===== src/rtl/rpkp_pkg.sv =====
package rpkp_pkg;

   // Keyword table geometry
   localparam int KW_COUNT        = 11;
   localparam int FIRST_LEGACY    = 8;
   localparam int KW_TEXT_BYTES   = 32;
   localparam int POS_W           = 6;
   localparam int MAX_KEYWORD_LEN_DEFAULT = 31;

   typedef logic [KW_COUNT-1:0]        kw_mask_type;
   typedef logic [POS_W-1:0]           pos_type;
   typedef logic [3:0]                 policy_type;
   typedef logic [8*KW_TEXT_BYTES-1:0] kw_text_type;

   // Source modes
   localparam logic [1:0] MODE_HEADER = 2'd0;
   localparam logic [1:0] MODE_META   = 2'd1;

   // Policy codes with a meaning of their own
   localparam policy_type CODE_NONE  = 4'd0;
   localparam policy_type CODE_EMPTY = 4'd9;

   // Bytes of interest
   localparam logic [7:0] CHAR_COMMA  = 8'h2C;
   localparam logic [7:0] CHAR_SPACE  = 8'h20;
   localparam logic [7:0] CHAR_TAB    = 8'h09;
   localparam logic [7:0] CHAR_LF     = 8'h0A;
   localparam logic [7:0] CHAR_CR     = 8'h0D;
   localparam logic [7:0] CHAR_UPPER_A = 8'h41;
   localparam logic [7:0] CHAR_UPPER_Z = 8'h5A;
   localparam logic [7:0] CASE_OFFSET  = 8'h20;

   // Keyword text, right aligned: last character in the low byte
   localparam kw_text_type KW_TEXT [KW_COUNT] = '{
      kw_text_type'("no-referrer"),
      kw_text_type'("unsafe-url"),
      kw_text_type'("origin"),
      kw_text_type'("origin-when-cross-origin"),
      kw_text_type'("same-origin"),
      kw_text_type'("strict-origin"),
      kw_text_type'("strict-origin-when-cross-origin"),
      kw_text_type'("no-referrer-when-downgrade"),
      kw_text_type'("never"),
      kw_text_type'("always"),
      kw_text_type'("default")
   };

   localparam pos_type KW_LEN [KW_COUNT] = '{
      6'd11, 6'd10, 6'd6, 6'd24, 6'd11, 6'd13, 6'd31, 6'd26, 6'd5, 6'd6, 6'd7
   };

   localparam policy_type KW_CODE [KW_COUNT] = '{
      4'd1, 4'd2, 4'd3, 4'd4, 4'd5, 4'd6, 4'd7, 4'd8, 4'd1, 4'd2, 4'd10
   };

   // Phase of the current token
   typedef enum logic [1:0] {
      PHASE_LEAD,
      PHASE_IN,
      PHASE_TRAIL
   } token_phase_type;

endpackage


===== src/rtl/referrer_policy_keyword_parser.sv =====
// Path: an accepted beat is held in the input register; a beat marked last sets the result
// register, from which the result beat is taken.
// Throughput: one input beat per cycle while not stalled; each byte is matched against all
// keywords at once in a single stage between the input register and the match state.
// A waiting result stalls the input only when the held input beat is also marked last.
// Reset (synchronous, active high) selects header mode, restores every keyword candidate
// and empties both the input register and the result register.
module referrer_policy_keyword_parser #(
   parameter int MAX_KEYWORD_LEN = rpkp_pkg::MAX_KEYWORD_LEN_DEFAULT
) (
   input  logic                  clock,
   input  logic                  reset,
   input  logic                  csr_write_enable,
   input  logic [1:0]            csr_write_data,
   input  logic                  req_valid,
   output logic                  req_stall,
   input  logic [7:0]            req_char_byte,
   input  logic                  req_has_char,
   input  logic                  req_last,
   output logic                  rsp_valid,
   input  logic                  rsp_stall,
   output logic [3:0]            rsp_policy_code
);

   // Pick the first keyword that matches the token in full
   function automatic rpkp_pkg::policy_type token_code(
      input rpkp_pkg::kw_mask_type mask,
      input rpkp_pkg::pos_type     pos,
      input logic                  meta
   );
      rpkp_pkg::policy_type result;
      result = rpkp_pkg::CODE_NONE;
      for (int k = rpkp_pkg::KW_COUNT - 1; k >= 0; k--) begin
         if (mask[k] && rpkp_pkg::KW_LEN[k] == pos && (k < rpkp_pkg::FIRST_LEGACY || meta)) begin
            result = rpkp_pkg::KW_CODE[k];
         end
      end
      return result;
   endfunction

   // Configuration
   logic [1:0] source_mode_ff;

   // Input register
   logic       s1_valid_ff, s1_valid_in;
   logic [7:0] s1_char_ff;
   logic       s1_has_char_ff;
   logic       s1_last_ff;

   // Token state
   rpkp_pkg::kw_mask_type     mask_ff, mask_in;
   rpkp_pkg::pos_type         pos_ff, pos_in;
   rpkp_pkg::token_phase_type phase_ff, phase_in;
   logic                      nonempty_ff, nonempty_in;
   rpkp_pkg::policy_type      best_ff, best_in;

   // Result register
   logic                 rsp_valid_ff, rsp_valid_in;
   rpkp_pkg::policy_type rsp_code_ff;
   rpkp_pkg::policy_type result_code;

   logic                 req_accept;
   logic                 proc_fire;
   logic                 header_mode;
   logic                 meta_mode;
   logic [7:0]           low_char;
   logic                 is_trim;
   rpkp_pkg::kw_mask_type keep_mask;
   rpkp_pkg::policy_type old_code;
   rpkp_pkg::policy_type new_code;

   // Handshake: the held beat moves on unless it needs the busy result slot
   assign proc_fire  = s1_valid_ff && (!s1_last_ff || !rsp_valid_ff || !rsp_stall);
   assign req_stall  = s1_valid_ff && !proc_fire;
   assign req_accept = req_valid && !req_stall;

   assign header_mode = (source_mode_ff == rpkp_pkg::MODE_HEADER);
   assign meta_mode   = (source_mode_ff == rpkp_pkg::MODE_META);

   // Fold upper case
   assign low_char = (s1_char_ff inside {[rpkp_pkg::CHAR_UPPER_A:rpkp_pkg::CHAR_UPPER_Z]})
                     ? s1_char_ff + rpkp_pkg::CASE_OFFSET : s1_char_ff;

   assign is_trim = s1_char_ff inside {rpkp_pkg::CHAR_SPACE, rpkp_pkg::CHAR_TAB,
                                       rpkp_pkg::CHAR_LF, rpkp_pkg::CHAR_CR};

   // Compare the byte with every keyword at the current position
   always_comb begin
      rpkp_pkg::pos_type byte_idx;
      for (int k = 0; k < rpkp_pkg::KW_COUNT; k++) begin
         byte_idx = rpkp_pkg::KW_LEN[k] - pos_ff - 6'd1;
         keep_mask[k] = (pos_ff < rpkp_pkg::KW_LEN[k]) &&
                        (rpkp_pkg::KW_TEXT[k][{byte_idx[4:0], 3'b000} +: 8] == low_char);
      end
   end

   assign old_code = token_code(mask_ff, pos_ff, meta_mode);

   // Next token state and result
   always_comb begin
      logic do_match;
      do_match    = 1'b0;
      mask_in     = mask_ff;
      pos_in      = pos_ff;
      phase_in    = phase_ff;
      nonempty_in = nonempty_ff;
      best_in     = best_ff;
      result_code = rpkp_pkg::CODE_NONE;

      if (s1_has_char_ff) begin
         if (header_mode) begin
            if (s1_char_ff == rpkp_pkg::CHAR_COMMA) begin
               if (nonempty_ff && old_code != rpkp_pkg::CODE_NONE) begin
                  best_in = old_code;
               end
               mask_in     = '1;
               pos_in      = '0;
               phase_in    = rpkp_pkg::PHASE_LEAD;
               nonempty_in = 1'b0;
            end else if (is_trim) begin
               if (phase_ff == rpkp_pkg::PHASE_IN) begin
                  phase_in = rpkp_pkg::PHASE_TRAIL;
               end
            end else begin
               // A byte after trailing whitespace spoils the token
               if (phase_ff == rpkp_pkg::PHASE_TRAIL) begin
                  mask_in = '0;
               end
               phase_in = rpkp_pkg::PHASE_IN;
               do_match = 1'b1;
            end
         end else begin
            phase_in = rpkp_pkg::PHASE_IN;
            do_match = 1'b1;
         end
      end

      if (do_match) begin
         nonempty_in = 1'b1;
         if (pos_ff >= rpkp_pkg::pos_type'(MAX_KEYWORD_LEN)) begin
            mask_in = '0;
         end else begin
            mask_in = mask_in & keep_mask;
            pos_in  = pos_ff + 6'd1;
         end
      end

      new_code = token_code(mask_in, pos_in, meta_mode);

      // Close the string on the last beat
      if (s1_last_ff) begin
         if (header_mode) begin
            result_code = (nonempty_in && new_code != rpkp_pkg::CODE_NONE) ? new_code : best_in;
         end else begin
            result_code = nonempty_in ? new_code : rpkp_pkg::CODE_EMPTY;
         end
         mask_in     = '1;
         pos_in      = '0;
         phase_in    = rpkp_pkg::PHASE_LEAD;
         nonempty_in = 1'b0;
         best_in     = rpkp_pkg::CODE_NONE;
      end
   end

   // Input register valid: load on accept, drop once processed
   always_comb begin
      s1_valid_in = s1_valid_ff;
      if (req_accept) begin
         s1_valid_in = 1'b1;
      end else if (proc_fire) begin
         s1_valid_in = 1'b0;
      end
   end

   // Result register valid: set on a closing beat, drop when taken
   always_comb begin
      rsp_valid_in = rsp_valid_ff;
      if (proc_fire && s1_last_ff) begin
         rsp_valid_in = 1'b1;
      end else if (rsp_valid_ff && !rsp_stall) begin
         rsp_valid_in = 1'b0;
      end
   end

   // Control registers
   always_ff @(posedge clock) begin
      if (reset) begin
         source_mode_ff <= rpkp_pkg::MODE_HEADER;
         s1_valid_ff    <= 1'b0;
         rsp_valid_ff   <= 1'b0;
         mask_ff        <= '1;
         pos_ff         <= '0;
         phase_ff       <= rpkp_pkg::PHASE_LEAD;
         nonempty_ff    <= 1'b0;
         best_ff        <= rpkp_pkg::CODE_NONE;
      end else begin
         if (csr_write_enable) begin
            source_mode_ff <= csr_write_data;
         end
         s1_valid_ff  <= s1_valid_in;
         rsp_valid_ff <= rsp_valid_in;
         if (proc_fire) begin
            mask_ff     <= mask_in;
            pos_ff      <= pos_in;
            phase_ff    <= phase_in;
            nonempty_ff <= nonempty_in;
            best_ff     <= best_in;
         end
      end
   end

   // Payload registers
   always_ff @(posedge clock) begin
      if (req_accept) begin
         s1_char_ff     <= req_char_byte;
         s1_has_char_ff <= req_has_char;
         s1_last_ff     <= req_last;
      end
      if (proc_fire && s1_last_ff) begin
         rsp_code_ff <= result_code;
      end
   end

   assign rsp_valid       = rsp_valid_ff;
   assign rsp_policy_code = rsp_code_ff;

   // A closing beat always yields a result beat
   assert property (@(posedge clock) disable iff (reset)
      proc_fire && s1_last_ff |=> rsp_valid)
      else $error("closing beat produced no result");

   // A closing beat leaves the parse state cleared
   assert property (@(posedge clock) disable iff (reset)
      proc_fire && s1_last_ff |=> pos_ff == '0 && best_ff == rpkp_pkg::CODE_NONE && !nonempty_ff)
      else $error("parse state not cleared after closing beat");

   // Trailing whitespace only follows a non-empty token
   assert property (@(posedge clock) disable iff (reset)
      phase_ff == rpkp_pkg::PHASE_TRAIL |-> nonempty_ff)
      else $error("trailing phase on empty token");

   // Position saturates at the keyword length limit
   assert property (@(posedge clock) disable iff (reset)
      pos_ff <= rpkp_pkg::pos_type'(MAX_KEYWORD_LEN))
      else $error("character position beyond limit");

endmodule

===== config.mk =====
export PLATFORM = sky130hd
export DESIGN_NAME = referrer_policy_keyword_parser
export DESIGN_NICKNAME = d
export VERILOG_FILES = /design/src/rtl/rpkp_pkg.sv /design/src/rtl/referrer_policy_keyword_parser.sv
export SDC_FILE = /design/constraint.sdc
export NUM_CORES = 1
export LEC_CHECK = 0
export BUFFER_PORTS_ARGS = -buffer_cell sky130_fd_sc_hd__clkbuf_2
export CORE_MARGIN = 4
export CORE_UTILIZATION = 54
export DETAILED_ROUTE_END_ITERATION = 7
export PLACE_DENSITY_LB_ADDON = 0.12
export SLEW_MARGIN = 25
export SYNTH_ARGS = -nofsm -noshare
export SYNTH_HDL_FRONTEND = slang
export SYNTH_SLANG_ARGS = --single-unit

===== constraint.sdc =====
create_clock -name clock -period 9.5 [get_ports clock]
set_input_delay 1.9 -clock clock [delete_from_list [all_inputs] [get_ports clock]]
set_output_delay 1.9 -clock clock [all_outputs]
set_load 0.005 [all_outputs]

Word level (Yosys, flattened, before mapping)
Index checks and enable logic that the tools add are counted. W data, S select, Z words.

Equal/unequal tests: 38. Bitwise logic cells: 1. Add/sub/neg operators: 20. $mul: 0. Shifts and indexed selects: 11. Order comparisons: 12. Reductions and logical operators: 62. Mux-type cells: 64. Divide/modulo/power cells: 0.

Operator list (count): $shiftx A256 B9 Y8 const A (11); $mux W4 (30); $eq A8 B8 Y1 (11); $mux W11 (8); $logic_and A1 B1 Y1 (47); $sub A5 B1 Y5 const B (9); $eq A3 B6 Y1 const A (6); $eq A4 B6 Y1 const A (6); $eq A5 B6 Y1 const A (6); $mux W6 (6); $eq A8 B4 Y1 const B (3); $lt A6 B3 Y1 const B (3); $lt A6 B4 Y1 const B (3); $lt A6 B5 Y1 const B (3); $eq A8 B6 Y1 const B (2); $sub A3 B5 Y5 const A (3); $sub A4 B5 Y5 const A (3); $sub A5 B5 Y5 const A (3); $mux W1 (13); $mux W2 (6); $reduce_bool A4 Y1 (3); $and A11 B11 Y11 (1); $add A8 B6 Y8 const B (1); $ge A8 B7 Y1 const B (1); other kinds (12) (20).

Memory bits (read-only): 0. Memory bits (writable): 0. Register bits: 42. Memories kept: 0. Latch bits: 0. Input port bits: 17. Word-level logic and storage cells: 220.

Logic depth before layout (Yosys ltp)
Word-level depth: 26. Depth in mapped cells: 18.

Worst setup path after synthesis
Ideal clock, no wire load.

Path type: reg-to-reg. From: reg pos_ff[2]. To: reg rsp_code_ff[1] (netlist: rsp_policy_code[1]) (data pin). Stages on the path, launching flop included: 18. Library setup time: 258 ps. Required time: 9242 ps. Arrival: 3846 ps. Path slack: 5396 ps. Cell sequence: dfxtp_1 > buf_2 > inv_1 > clkbuf_1 > ha_1 > clkbuf_1 > buf_2 > buf_2 > nand2_1 > xnor2_1 > or4b_2 > a32o_1 > o22ai_2 > nand4_1 > o41ai_2 > nor2_1 > and3b_1 > o221a_1.

Cells in the longest elaborated chain, start to end: 25.

Ends and longest elaborated chain: from (decl) (RTL line referrer_policy_keyword_parser.sv:52) `rpkp_pkg::pos_type pos_ff, pos_in;`; from (signal assigned) (RTL line referrer_policy_keyword_parser.sv:204) `pos_ff <= pos_in;`; $sub A3 B5 Y5 (RTL line referrer_policy_keyword_parser.sv:91) `byte_idx = rpkp_pkg::KW_LEN[k] - pos_ff - 6'd1;`; $sub A5 B1 Y5 (RTL line referrer_policy_keyword_parser.sv:91); $shiftx A256 B9 Y8 (RTL line referrer_policy_keyword_parser.sv:93) `(rpkp_pkg::KW_TEXT[k][{byte_idx[4:0], 3'b000} +: 8] == low_char);`; $eq A8 B8 Y1 (RTL line referrer_policy_keyword_parser.sv:93); $logic_and A1 B1 Y1 (RTL line referrer_policy_keyword_parser.sv:92) `keep_mask[k] = (pos_ff < rpkp_pkg::KW_LEN[k]) &&`; $and A11 B11 Y11 (RTL line referrer_policy_keyword_parser.sv:143) `mask_in = mask_in & keep_mask;`; $mux W11 (RTL line referrer_policy_keyword_parser.sv:140) `if (pos_ff >= rpkp_pkg::pos_type'(MAX_KEYWORD_LEN)) begin`; $mux W11 (RTL line referrer_policy_keyword_parser.sv:138) `if (do_match) begin`; $logic_and A1 B1 Y1 (2 in a row) (RTL line referrer_policy_keyword_parser.sv:34) `if (mask[k] && rpkp_pkg::KW_LEN[k] == pos && (k < rpkp_pkg::FIRST_LEGACY || meta)) begin`; $mux W4 (11 in a row) (RTL line referrer_policy_keyword_parser.sv:34); $reduce_bool A4 Y1 (RTL line referrer_policy_keyword_parser.sv:153) `result_code = (nonempty_in && new_code != rpkp_pkg::CODE_NONE) ? new_code : best_in;`; $logic_and A1 B1 Y1 (RTL line referrer_policy_keyword_parser.sv:153); $mux W4 (RTL line referrer_policy_keyword_parser.sv:153); $mux W4 * (RTL line referrer_policy_keyword_parser.sv:152) `if (header_mode) begin`; to (signal assigned) (RTL line referrer_policy_keyword_parser.sv:220) `rsp_code_ff <= result_code;`; to (decl) (RTL line referrer_policy_keyword_parser.sv:59) `rpkp_pkg::policy_type rsp_code_ff;`.

Mark *: on every way between the ends. The rest lies on a longest branch, timed or not. A chain may end at the register's enable or synchronous reset.

Worst setup path after layout
Ends and elaborated chain as after synthesis.

==> impl_metrics.json <==
{
  "outcome": "complete, no violations",
  "required_ns": 9.55,
  "cts_tree": "yes",
  "viasPerCell": 7.18,
  "fp.dieH_um": 122,
  "gp_congestion": 0.998,
  "io_buffers": 22,
  "firstDrtPassIters": 5,
  "cts.sinks": 42,
  "drc": 0,
  "drtAntennaViolNets": 0,
  "critPathMaxFanout": 56,
  "tightest_slew_ns": 1.00,
  "setup_violations": 0,
  "clock.fmax_mhz": 190,
  "slowest_delay_ns": 0.87,
  "p_sw_mw": 0.168,
  "io_pins": 23,
  "syn-cell-area_sq_mm": 0.00696,
  "layout-drive-gt1-share_pct": 10.1,
  "p_seq_share_pct": 38.0,
  "synth_flop_cell": "dfxtp_1",
  "insertedDiodeCount": 0,
  "cts-root-buf": "clkbuf_16",
  "rows": 41,
  "grt_use_total_pct": 35.2,
  "ys_seq_area_share_pct": 14.1,
  "path_clk_slew_ns": 0.06,
  "startpoint_type": "flop",
  "r2r-start": "pos_ff[2]$_SDFFE_PP0P_",
  "die_area_sq_mm": 0.0148,
  "fp.dieW_um": 122,
  "syn_inst": 1003,
  "crit_path_frequent_cell": "a21oi_1",
  "end_kind": "flop",
  "worstSetupStartpoint": "pos_ff[2]$_SDFFE_PP0P_",
  "synth_seq_cells": 42,
  "htreeDepth": 2,
  "grt-ovfl-total": 0,
  "rsz0062_at_grt": "false",
  "wl_per_cell_um": 22.9,
  "start_util_pct": 55.2,
  "intPower_mw": 0.367,
  "drt-total-wl_um": 25900,
  "critPathArrivalTime_ns": 5.31,
  "ctsHoldBuffers": 0,
  "hp-class": "reg -> reg",
  "period_share_pct": 55.3,
  "crit_buf_inv": 2,
  "place_area_sq_mm": 0.00701,
  "clockPowerShare_pct": 38.1,
  "n_fill_cell": 1292,
  "hold_viol": 0,
  "fin_nets": 996,
  "power_leakage_nw": 2.53,
  "worst_clock_skew_ns": 0.00403,
  "crit_chain": "buf_4, inv_1, ha_1, xor2_1, a21oi_1, a221oi_1, or3_1, nand4_1, nor4_1, a21oi_1, o41ai_2, nor2_1, and3b_1, o221a_1",
  "async_flop_share_pct": 0,
  "critPathKind": "reg -> reg",
  "synth_edf_count": 14,
  "worstSkewPairLatency_ns": 0.29,
  "final_cell_mix": "97 x nor2_1, 83 x nand2_1, 80 x a21oi_1",
  "grt_pass1_wl_um": 41300,
  "fin_crit_ns": 5.26,
  "grt_antenna_before_repair": 0,
  "finalPower_mw": 0.535,
  "utilization_pct": 57.0,
  "max-vdd-ir-drop_mv": 0.110,
  "clk_path_buf_depth": 2,
  "stdcell_area_sq_mm": 0.00719,
  "area_growth_pct": 3.32,
  "yosysUniqueCellTypes": 97,
  "core_area_sq_mm": 0.0126,
  "cellPowerDensity_mw_per_mm2": 74.4,
  "synth_warnings": 0,
  "cts_setup_buffers": 0,
  "cp_slowest_cell": "xor2_1",
  "hpwl_um": 18400,
  "final-max-slew-violation-count": 0,
  "grt_max_degree": 57,
  "syn-num-nets": 1042,
  "min_from": "best_ff[0]$_SDFFE_PP0P_",
  "relSlewSlack_pct": 32.8,
  "cts_buffers": 5,
  "combPwrFrac_pct": 23.8,
  "critical_path.top_delay_family": "compound AO/OA/AOI/OAI gates",
  "p_sw_share_pct": 31.5,
  "grt_pass1_vias": 7333,
  "vias": 8114,
  "final_common_cell": "nor2_1",
  "cts_resized": 0,
  "max_cap_violations": 0,
  "avgSynthCellArea_sq_um": 6.94,
  "setup_tns_ns": 0,
  "drtIter0Drc": 1337
}
==> per-stage QoR <==
step                setup WS, ns  hold WS [ns]  cells
detailed placement          4.39         0.472   1122
CTS                         4.38         0.481   1130
global route                3.83         0.514   1130
floorplan                   5.40         0.449   1003
finish                      4.24         0.476   1130
global placement            4.38         0.465   1122
==> Yosys cell counts (17+ instances only) <==
library cell,count,area [sq um]
nor2_1,97,364
nand2_1,83,312
a21oi_1,80,400
o21ai_0,60,300
clkbuf_1,51,191
xnor2_1,38,333
nand3_1,35,175
nor3_1,31,155
buf_2,29,145
dfxtp_1,28,561
o211ai_1,26,195
nand2b_1,25,156
nand4_1,24,150
ha_1,22,275
inv_1,21,78.8
nor2b_1,20,125
a31oi_1,17,106
==> area by class of cell <==
cell class | count | area, sq um | share of cell area (%)
clock buffers | 7 | 175 | 2.43
clock inverters | 1 | 8.76 | 0.122
inverters | 26 | 97.6 | 1.36
multi-input cells | 841 | 5460 | 75.9
flip-flops and latches | 42 | 983 | 13.7
well taps | 172 | 215 | 2.99
repair buffers | 41 | 253 | 3.51
==> cell families after synthesis <==
group / count (synthesis) / synth area share, %
AND/OR/NAND/NOR: 414 / 31.5
AO/OA/AOI/OAI: 337 / 33.6
buffers and inverters: 120 / 7.48
XOR/XNOR: 49 / 6.38
flip-flops: 42 / 14.1
adder cells (fa/ha/maj): 22 / 3.95
multiplexers: 19 / 2.98
==> power groups by stage <==
stage | clock (mW) | sequential [mW] | combinational (mW)
final | 0.204 | 0.204 | 0.128
after global routing | 0.214 | 0.204 | 0.138
after CTS | 0.207 | 0.203 | 0.123
after detailed placement | 0 | 0.207 | 0.122
after global placement | 0 | 0.207 | 0.122
after floorplan | 0 | 0.201 | 0.0918
==> state kept, by name (all words and copies together) (netlist names) <==
| signal | flops |
|---|---|
| nonempty_ff | 1 |
| s1_char_ff | 8 |
| s1_last_ff | 1 |
| s1_has_char_ff | 1 |
| rsp_valid | 1 |
| s1_valid_ff | 1 |
| mask_ff | 11 |
| source_mode_ff | 2 |
| phase_ff | 2 |
| rsp_policy_code | 4 |
| best_ff | 4 |
| pos_ff | 6 |
==> worst paths after layout <==
| kind | to | slack, ns | cells after the start |
|---|---|---|---|
| setup / recovery | rsp_policy_code[1]$_SDFFCE_PN0P_ | 4.24 | 14 |
| setup reg to reg | rsp_policy_code[1]$_SDFFCE_PN0P_ | 4.24 | 14 |
| hold / removal | best_ff[0]$_SDFFE_PP0P_ | 0.48 | 2 |
| hold reg to reg | best_ff[0]$_SDFFE_PP0P_ | 0.48 | 2 |
==> worst min-delay path: stages (launching register included) <==
cell,delay (ns)
dfxtp_1,0.31
o21ai_0,0.07
a21oi_1,0.06
==> layer usage <==
metal | track usage, % | vias to the layer above | wire [um]
met3 | 8.36 | 108 | 3170
met1 | 51.0 | 3762 | 10800
met5 | 0 | - | 0
li1 | - | 3705 | -
met4 | 15.4 | 0 | 1260
met2 | 49.3 | 539 | 10700
No activity file was read; power rests on OpenSTA's default activity.
